--- src/design/assert_macros.svh ---
// Assertion macros used by the top-level design file.
`ifndef ASSERT_MACROS_SVH
`define ASSERT_MACROS_SVH
`ifndef SYNTHESIS
`define ASSERT_CLK(lbl, clk, rstn, prop) \
  lbl: assert property (@(posedge clk) disable iff (!rstn) prop) \
    else $error("assertion failed");
`define ASSERT_NEVER(lbl, clk, rstn, cond) \
  lbl: assert property (@(posedge clk) disable iff (!rstn) !(cond)) \
    else $error("forbidden condition seen");
`else
`define ASSERT_CLK(lbl, clk, rstn, prop)
`define ASSERT_NEVER(lbl, clk, rstn, cond)
`endif
`endif

--- src/design/pwa_pkg.sv ---
// Shared widths, codes and interface types of the pulse waveform accumulator.
package pwa_pkg;
  localparam int OP_W       = 2;
  localparam int CH_W       = 2;
  localparam int T_W        = 20;
  localparam int AMP_W      = 16;
  localparam int LEN_W      = 16;
  localparam int IDX_W      = 11;
  localparam int VAL_W      = 32;
  localparam int BW_W       = 8;
  localparam int NUM_W      = 26;
  localparam int DEN_W      = 32;
  localparam int IN_TDATA_W = 72;
  localparam int CFG_IDX_W  = 1;
  localparam int CFG_DATA_W = 8;

  localparam logic [OP_W-1:0] OP_DEPOSIT = 2'd0;
  localparam logic [OP_W-1:0] OP_READ    = 2'd1;
  localparam logic [OP_W-1:0] OP_CLEAR   = 2'd2;

  localparam logic [CFG_IDX_W-1:0] REG_SHAPE     = 1'd0;
  localparam logic [CFG_IDX_W-1:0] REG_BIN_WIDTH = 1'd1;

  typedef struct packed {
    logic             start;
    logic [NUM_W-1:0] num;
    logic [DEN_W-1:0] den;
  } div_req_t;

  typedef struct packed {
    logic             busy;
    logic             done;
    logic [NUM_W-1:0] quot;
    logic [DEN_W-1:0] rem;
  } div_rsp_t;
endpackage

--- src/design/pwa_div.sv ---
// Shared restoring divider, one quotient bit per cycle.
module pwa_div (
  input  logic              clk,
  input  logic              rst_n,
  input  pwa_pkg::div_req_t req,
  output pwa_pkg::div_rsp_t rsp
);
  import pwa_pkg::*;

  localparam int CNT_W = $clog2(NUM_W + 1);

  logic [CNT_W-1:0] cnt_r;
  logic             busy_r;
  logic             done_r;
  logic [NUM_W-1:0] quo_r;
  logic [DEN_W-1:0] rem_r;
  logic [DEN_W-1:0] den_r;
  logic [DEN_W:0]   trial;
  logic [DEN_W:0]   diff;

  assign trial = {rem_r, quo_r[NUM_W-1]};
  assign diff  = trial - {1'b0, den_r};

  always_ff @(posedge clk) begin
    if (!rst_n) begin
      busy_r <= 1'b0;
      done_r <= 1'b0;
      cnt_r  <= '0;
    end else begin
      done_r <= 1'b0;
      if (req.start) begin
        busy_r <= 1'b1;
        cnt_r  <= CNT_W'(NUM_W);
        quo_r  <= req.num;
        den_r  <= req.den;
        rem_r  <= '0;
      end else if (busy_r) begin
        if (diff[DEN_W]) begin
          rem_r <= trial[DEN_W-1:0];
          quo_r <= {quo_r[NUM_W-2:0], 1'b0};
        end else begin
          rem_r <= diff[DEN_W-1:0];
          quo_r <= {quo_r[NUM_W-2:0], 1'b1};
        end
        cnt_r <= cnt_r - 1'b1;
        if (cnt_r == CNT_W'(1)) begin
          busy_r <= 1'b0;
          done_r <= 1'b1;
        end
      end
    end
  end

  assign rsp.busy = busy_r;
  assign rsp.done = done_r;
  assign rsp.quot = quo_r;
  assign rsp.rem  = rem_r;
endmodule

--- config.mk ---
export PLATFORM = sky130hd
export DESIGN_NAME = pwa_div
export DESIGN_NICKNAME = d
export VERILOG_FILES = /design/src/design/assert_macros.svh /design/src/design/pwa_pkg.sv /design/src/design/pwa_div.sv
export SDC_FILE = /design/constraint.sdc
export NUM_CORES = 1
export LEC_CHECK = 0
export ABC_AREA = 1
export BUFFER_PORTS_ARGS = -buffer_cell sky130_fd_sc_hd__buf_4
export CAP_MARGIN = 20
export CORE_MARGIN = 2
export CORE_UTILIZATION = 61
export CTS_BUF_LIST = sky130_fd_sc_hd__clkbuf_16
export CTS_CLUSTER_DIAMETER = 80
export DETAILED_ROUTE_END_ITERATION = 7
export PLACE_DENSITY = 0.86
export REMOVE_ABC_BUFFERS = 1
export SKIP_CTS_REPAIR_TIMING = 1
export SYNTH_ARGS = -nofsm -noshare
export SYNTH_HDL_FRONTEND = slang
export SYNTH_SLANG_ARGS = --single-unit
--- constraint.sdc ---
create_clock -name clk -period 10.3 [get_ports clk]
set_input_delay 1.03 -clock clk [delete_from_list [all_inputs] [get_ports clk]]
set_output_delay 1.03 -clock clk [all_outputs]
set_load 0.02 [all_outputs]
==> Word level (Yosys, flattened, before mapping) <==
Cells that the tools add are included.
{ "classes": {"n_addsub": 2, "n_eq_ne": 1, "mux": 11, "bitwise_logic": 2, "reduce_logical": 5} }
{ "ops": {"columns": ["op", "n"], "rows": [
  ["$mux 32", 2],
  ["$mux 26", 2],
  ["$sub 33x32->33", 1],
  ["$mux 5", 2],
  ["$eq 5x1->1 const B", 1],
  ["$mux 1", 5],
  ["$sub 5x1->5 const B", 1],
  ["$reduce_and 2->1", 2],
  ["$reduce_or 3->1", 1],
  ["$not 1->1", 2],
  ["$reduce_bool 2->1", 1],
  ["$reduce_or 2->1", 1]
]} }
{ "totals": {"ff_bits": 97, "input_bits": 61} }

==> Depth between registers and ports, before layout <==
Gate-level depths: netlist (run 1).
{ "depth": {"ltp_word": 4, "depth_mapped": 18, "depth_no_buf": 17} }

==> Worst setup path after synthesis (run 1) <==
OpenSTA, ideal clock, no wires.
{ "synth_path": {"path_type": "input port to flip-flop", "start": "input port req[58] (netlist bit)", "end": "register busy_r", "setup_ps": 72, "arrival_time_ps": 4514, "required_ps": 10228, "setup_slack_ps": 5714, "path_stages": 4, "n_path_buf": 0, "path_cell_list": "clkinv_1 -> a21oi_1 -> o21ai_0 -> inv_1"} }
{ "synth_between": {"elab_chain_cells": 1} }
{ "synth_lines": {"columns": ["item", "line", "source"], "rows": [
  ["start, declared", "pwa_div.sv:5", "input pwa_pkg::div_req_t req,"],
  ["$mux 1", "pwa_div.sv:31", "if (req.start) begin"],
  ["end signal, assigned", "pwa_div.sv:26", "busy_r <= 1'b0;"],
  ["end signal, assigned", "pwa_div.sv:32", "busy_r <= 1'b1;"],
  ["end signal, assigned", "pwa_div.sv:47", "busy_r <= 1'b0;"],
  ["end, declared", "pwa_div.sv:13", "logic busy_r;"]
]} }
No other way between the ends.
A chain may end at the register's enable or synchronous reset.

==> Worst setup path after layout (run 1) <==
{ "layout_path": {"start": "register quo_r[25]", "end": "register rem_r[17], data pin"} }
{ "layout_between": {"elab_chain_cells": 3} }
{ "layout_lines": {"columns": ["item", "line", "source"], "rows": [
  ["start, declared", "pwa_div.sv:15", "logic [NUM_W-1:0] quo_r;"],
  ["start signal, assigned", "pwa_div.sv:34", "quo_r <= req.num;"],
  ["start signal, assigned", "pwa_div.sv:40", "quo_r <= {quo_r[NUM_W-2:0], 1'b0};"],
  ["start signal, assigned", "pwa_div.sv:43", "quo_r <= {quo_r[NUM_W-2:0], 1'b1};"],
  ["$sub 33x32->33", "pwa_div.sv:22", "assign diff = trial - {1'b0, den_r};"],
  ["$mux 32", "pwa_div.sv:38", "if (diff[DEN_W]) begin"],
  ["$mux 32", "pwa_div.sv:37", "end else if (busy_r) begin"],
  ["end signal, assigned", "pwa_div.sv:39", "rem_r <= trial[DEN_W-1:0];"],
  ["end signal, assigned", "pwa_div.sv:42", "rem_r <= diff[DEN_W-1:0];"],
  ["end, declared", "pwa_div.sv:16", "logic [DEN_W-1:0] rem_r;"]
]} }
No other way between the ends. The select of a mux whose other input is x is not followed.

==> flow_summary.json, run 1 <==
{
  "max_stage_delay_ns": 0.42,
  "fillers": 843,
  "cts_buffer_depth": 2,
  "cts_root_buf": "clkbuf_16",
  "tightest_slew_ns": 0.779,
  "fin_ws_ns": 7.69,
  "p_total_mw": 1.24,
  "synth.yosys.seq_area_share": 0.425,
  "p_per_area_mw_per_mm2": 156,
  "setup_violations": 0,
  "cts_buffers": 9,
  "critPathRequiredTime_ns": 10.42,
  "grt_overflow_total": 0,
  "critPathKind": "reg -> reg",
  "h-tree-depth": 3,
  "fmax_mhz": 383,
  "min_path_cells": 2,
  "pre_cts_slack_ns": 7.60,
  "ir_worst_vdd_uv": 161,
  "grt_max_degree": 61,
  "tns_ns": 0,
  "grt_pass1_vias": 5607,
  "die_area_mm2": 0.0118,
  "r2r_setup_slack_ns": 7.69,
  "io_pins": 121,
  "arrival_ns": 2.73,
  "design_area_mm2": 0.00797,
  "yosysTopAreaCell": "edfxtp_1",
  "drive_gt1_frac": 0.157,
  "clkSinkCount": 97,
  "status": "completed",
  "crit_start": "quo_r[25]$_DFFE_PP_",
  "yosys-top-cells-count": "nand2_1 (384), inv_1 (171), nor2_1 (103)",
  "critPathMaxFanout": 25,
  "area_growth_pct": 19.2,
  "core_area_mm2": 0.0108,
  "synth_fa_ha_area_frac": 0.0666,
  "grt_pass1_wl_mm": 25.4,
  "min_period_over_period": 0.253,
  "path_cells": "inv_1 -> ha_1 -> fa_1 -> inv_1 -> nand2_1 -> nand2_1 -> nand3_1 -> nand2_2 -> nand2_2 -> nand2_4 -> nand2_4 -> nand2_4 -> nand2_2 -> nand2_4 -> nand2_1 -> nand2_1 -> nor2_1",
  "synthSimpleGateAreaFrac": 0.339,
  "die_h_um": 109,
  "wl_met2_mm": 7.17,
  "drcViolationCount": 0,
  "fin_crit_ns": 2.61,
  "synthesis.area_mm2": 0.00669,
  "dr.pass1.iters": 4,
  "yosysWarnings": 0,
  "dr_total_vias": 5897,
  "synth_top_family_by_area": "simple AND/OR/NAND/NOR gates",
  "met3_wirelength_mm": 1.13,
  "synth_cell_types": 37,
  "synth_xor_area_frac": 0.0236,
  "synth_compound_area_frac": 0.0316,
  "worstSetupEndpointType": "flop",
  "finalNetCount": 1143,
  "synth-async-reset-ratio": 0,
  "die_w_um": 109,
  "synthFlopType": "edfxtp_1",
  "synth_edf_count": 90,
  "path_clk_slew_ns": 0.07,
  "syn_inst": 929,
  "drt-met1-wl_mm": 6.91,
  "synth.avg_cell_area_um2": 7.20,
  "track_usage": 0.279,
  "antenna_found_initial": 0,
  "skew_ns": 0.00857,
  "viasPerCell": 4.95,
  "routed_wl_mm": 15.4,
  "report.final.slew_viol_count": 0,
  "finish.utilization": 0.739,
  "insertion_delay_ns": 0.36,
  "antenna_left": 0,
  "drtIter0Drc": 328,
  "cts_tree": "yes",
  "start_util": 0.620,
  "rsz0062_at_grt": "false",
  "r2r_end": "rem_r[17]$_SDFFCE_PP0P_",
  "maxCapViolCount": 0,
  "slew_headroom": 0.481,
  "r2r_cells": 17,
  "rows": 38,
  "ys_top_cells_by_area": "edfxtp_1 (40%), nand2_1 (22%), inv_1 (9.6%)",
  "netlist.area_leader.share": 0.404,
  "dpl_cell_area_mm2": 0.00769,
  "topRoutingLayerUsed": "met4",
  "gp_congestion": 0.946,
  "slowest_stage": "fa_1",
  "final-hold-violation-count": 0,
  "synthMuxAreaShare": 0,
  "n_antenna_cell": 0,
  "timing.rr.start": "quo_r[25]$_DFFE_PP_",
  "cp-start-kind": "flop",
  "p_leak_nw": 4.34,
  "min_path_type": "reg -> reg",
  "avgRoutedWirePerCell_um": 12.9,
  "portBuffers": 120,
  "ys_ff_latch": 97,
  "endpoint": "rem_r[17]$_SDFFCE_PP0P_",
  "yosysMostFrequentCell": "nand2_1",
  "hpwlAfterDp_mm": 11.7
}
[layer usage]
| layer | up-vias | global-route usage |
|---|---|---|
| met5 | - | 0 |
| met4 | 0 | 0.0907 |
| met3 | 15 | 0.0640 |
| met2 | 185 | 0.460 |
| met1 | 2635 | 0.366 |
| li1 | 3062 | - |
[final cells by class]
class,instances,area [um2],share of cell area
multi-input combinational,640,3090,0.388
inverter,176,661,0.0829
clock buffer,9,225,0.0282
sequential,97,2840,0.357
timing repair buffer,123,923,0.116
tap,140,175,0.0220
clock inverter,7,52.6,0.00659
[cells in the final DEF (no fill, tap or decap), types with 5 or more instances in the layout]
| cell | count |
|---|---|
| a21oi_1 | 17 |
| clkbuf_16 | 9 |
| nand3_1 | 27 |
| xor2_1 | 18 |
| nand2_2 | 7 |
| buf_4 | 123 |
| inv_1 | 172 |
| dfxtp_1 | 7 |
| ha_1 | 34 |
| nand4_1 | 5 |
| nor2_1 | 103 |
| nand3b_1 | 6 |
| nand2_1 | 384 |
| nand2_4 | 5 |
| edfxtp_1 | 90 |
[worst min-delay path by stage]
stage | startpoint | to | slack [ns]
2_1_floorplan | cnt_r[4]$_SDFFE_PN0N_ | cnt_r[4]$_SDFFE_PN0N_ | 0.45
3_3_place_gp | cnt_r[4]$_SDFFE_PN0N_ | cnt_r[4]$_SDFFE_PN0N_ | 0.47
3_5_place_dp | cnt_r[4]$_SDFFE_PN0N_ | cnt_r[4]$_SDFFE_PN0N_ | 0.49
4_1_cts | cnt_r[4]$_SDFFE_PN0N_ | cnt_r[4]$_SDFFE_PN0N_ | 0.50
5_1_grt | cnt_r[3]$_SDFFE_PN0N_ | cnt_r[3]$_SDFFE_PN0N_ | 0.54
6_report | cnt_r[4]$_SDFFE_PN0N_ | cnt_r[4]$_SDFFE_PN0N_ | 0.50
[sequential cells by signal (all words and copies together) (netlist names)]
register,flops
rem_r,32
busy_r,1
cnt_r,5
quo_r,26
den_r,32
done_r,1
[kinds of logic after synthesis]
family	after synthesis
buf+inv	192
xor+xnor	18
flops	97
compound gates	34
fa+ha+maj	35
simple gates	553
[worst max-delay path, delay by kind of cell, from the launching register on]
kind / cells / cell delay (ns)
fa+ha+maj: 2 / 0.64
simple gates: 13 / 1.15
flops: 1 / 0.38
buf+inv: 2 / 0.19
[where the power goes]
| part | internal (mW) | switching (mW) | total (mW) |
|---|---|---|---|
| logic | 0.153 | 0.270 | 0.424 |
| clock network | 0.166 | 0.157 | 0.322 |
| registers | 0.475 | 0.0214 | 0.497 |
| total | 0.794 | 0.449 | 1.24 |
[metrics by stage]
| stage | std cells | hold WS [ns] |
|---|---|---|
| 6_report | 1192 | 0.504 |
| 5_1_grt | 1192 | 0.535 |
| 4_1_cts | 1192 | 0.497 |
| 3_5_place_dp | 1176 | 0.488 |
| 3_3_place_gp | 1176 | 0.465 |
| 2_1_floorplan | 913 | 0.453 |
No activity file was read; power rests on OpenSTA's default activity.
==> run 2: changes to the inputs <==
CORE_UTILIZATION = 51   (was 61)
PLACE_DENSITY = 0.77   (was 0.86)
clock period = 2.36 ns   (was 10.3 ns; I/O delays follow)
==> run 2 against run 1 <==
Compared with the run above:
- the run now ends with setup timing left
- maximum frequency increased by 6.6%
- critical path depth decreased by 1
- clock power increased to 4.8 times the previous value
- clock skew increased by 0.0067 ns
- first-iteration DRC count increased by 16%
- combinational power increased to 6.0 times the previous value
- via count increased by 8.2%
- wire length increased by 20%
- total power increased to 5.0 times the previous value
- die area increased by 19%
- global-route usage decreased by 4.3 points
- sequential power increased to 4.4 times the previous value
- critical endpoint is now rem_r[9]$_SDFFCE_PP0P_
- largest cell class unchanged
==> flow_summary.json, run 2 (synthesized netlist as in run 1, its figures left out) <==
{
  "status": "finished, violations left",
  "failed_checks": "setup timing",
  "rsz0062_at_grt": "true",
  "cts_buffer_depth": 2,
  "tightest_slew_ns": 0.461,
  "track_usage": 0.236,
  "insertion_delay_ns": 0.37,
  "max_stage_delay_ns": 0.42,
  "clkSinkCount": 97,
  "setup_violations": 31,
  "dr_total_vias": 6383,
  "avgRoutedWirePerCell_um": 14.2,
  "grt_pass1_vias": 5835,
  "h-tree-depth": 3,
  "p_leak_nw": 4.76,
  "antenna_left": 0,
  "arrival_ns": 2.67,
  "routed_wl_mm": 18.4,
  "cts_tree": "yes",
  "core_area_mm2": 0.0127,
  "die_h_um": 119,
  "tns_ns": -1.30,
  "grt_overflow_total": 0,
  "dpl_cell_area_mm2": 0.00809,
  "grt_pass1_wl_mm": 26.7,
  "cts_root_buf": "clkbuf_16",
  "rows": 41,
  "drcViolationCount": 0,
  "min_path_cells": 1,
  "cpMostUsedCell": "nand2_2",
  "drtIter0Drc": 379,
  "ir_worst_vdd_uv": 564,
  "critPathRequiredTime_ns": 2.59,
  "min_path_type": "in -> reg",
  "worstSetupEndpointType": "flop",
  "hpwlAfterDp_mm": 12.5,
  "critPathKind": "reg -> reg",
  "skew_ns": 0.0153,
  "critPathMaxFanout": 5,
  "final_cell_mix": "nand2_1 (345), buf_4 (185), inv_1 (162), edfxtp_1 (90), nor2_1 (88)",
  "path_cells": "ha_4 -> fa_2 -> inv_2 -> nand2_2 -> nand2_2 -> nand3_2 -> nand2_2 -> nand2_2 -> nand2_4 -> nand2_8 -> nand3_4 -> buf_8 -> nand2_4 -> nand2_1 -> nand2_1 -> nor2_2",
  "final-hold-violation-count": 0,
  "p_total_mw": 6.25,
  "die_w_um": 119,
  "n_antenna_cell": 0,
  "viasPerCell": 4.91,
  "slowest_stage": "edfxtp_1",
  "gp_congestion": 0.962,
  "report.final.slew_viol_count": 0,
  "r2r_cells": 16,
  "io_pins": 121,
  "top_regs": "den_r: 32 flops, rem_r: 32 flops, quo_r: 26 flops",
  "portBuffers": 120,
  "die_area_mm2": 0.0141,
  "fillers": 1033,
  "path_clk_slew_ns": 0.08,
  "fmax_mhz": 409,
  "layout_commonest_cell": "nand2_1",
  "fin_ws_ns": -0.0870,
  "start_util": 0.526,
  "finalNetCount": 1218,
  "min_period_over_period": 1.04,
  "drive_gt1_frac": 0.291,
  "slew_headroom": 0.693,
  "cp-start-kind": "flop",
  "p_per_area_mw_per_mm2": 678,
  "antenna_found_initial": 0,
  "design_area_mm2": 0.00922,
  "maxCapViolCount": 0,
  "fin_crit_ns": 2.45,
  "grt_max_degree": 44,
  "cts_buffers": 9,
  "dr.pass1.iters": 7,
  "area_growth_pct": 37.8,
  "pre_cts_slack_ns": -0.176
}
==> run 2: changes by cell type in the layout (fill, tap and decap cells not counted), moves of 11 or more <==
| cell | before | now |
|---|---|---|
| ha_1 | 34 | 15 |
| nor2_1 | 103 | 88 |
| nand2_8 | 1 | 12 |
| nand2_2 | 7 | 44 |
| buf_4 | 123 | 185 |
| ha_4 | 0 | 19 |
| nand2_1 | 384 | 345 |
==> run 2: layer usage <==
metal | global-route usage | wire length, um
met2 | 0.386 | 8800
met3 | 0.0661 | 1320
met4 | 0.0521 | 270
met5 | 0 | 0
met1 | 0.313 | 8060
==> run 2: per-stage QoR <==
stage / hold WS [ns] / util / std cells
after global placement: 0.414 / 0.636 / 1254
after floorplan: 0.314 / - / 913
after detailed placement: 0.415 / 0.636 / 1254
final: 0.0372 / 0.725 / 1299
after CTS: 0.0313 / 0.660 / 1270
after global routing: 0.0324 / 0.725 / 1299
==> run 2: critical path, delay by kind of cell, from the launching register on <==
kind / cells / cell delay, ns
simple gates: 12 / 1.04
fa+ha+maj: 2 / 0.59
flops: 1 / 0.42
buf+inv: 2 / 0.25
==> run 2: area by class of cell <==
type | count | area, um2 | area share
Inverter | 176 | 661 | 0.0717
Sequential cell | 97 | 2840 | 0.308
Timing Repair Buffer | 190 | 1470 | 0.159
Multi-Input combinational cell | 648 | 3730 | 0.405
Clock buffer | 9 | 225 | 0.0244
Clock inverter | 7 | 76.3 | 0.00828
Tap cell | 172 | 215 | 0.0233
==> run 2: path summary, 6_finish.rpt <==
check                        start                      to  slack [ns]
max             den_r[0]$_DFFE_PP_  rem_r[9]$_SDFFCE_PP0P_       -0.09
min                         req[8]      den_r[8]$_DFFE_PP_        0.04
max reg2reg     den_r[0]$_DFFE_PP_  rem_r[9]$_SDFFCE_PP0P_       -0.09
min reg2reg  cnt_r[4]$_SDFFE_PN0N_   cnt_r[4]$_SDFFE_PN0N_        0.50
==> run 2: report_power, final <==
part	switching, mW	internal [mW]
sequential	0.101	2.07
clock	0.697	0.833
combinational	1.51	1.04
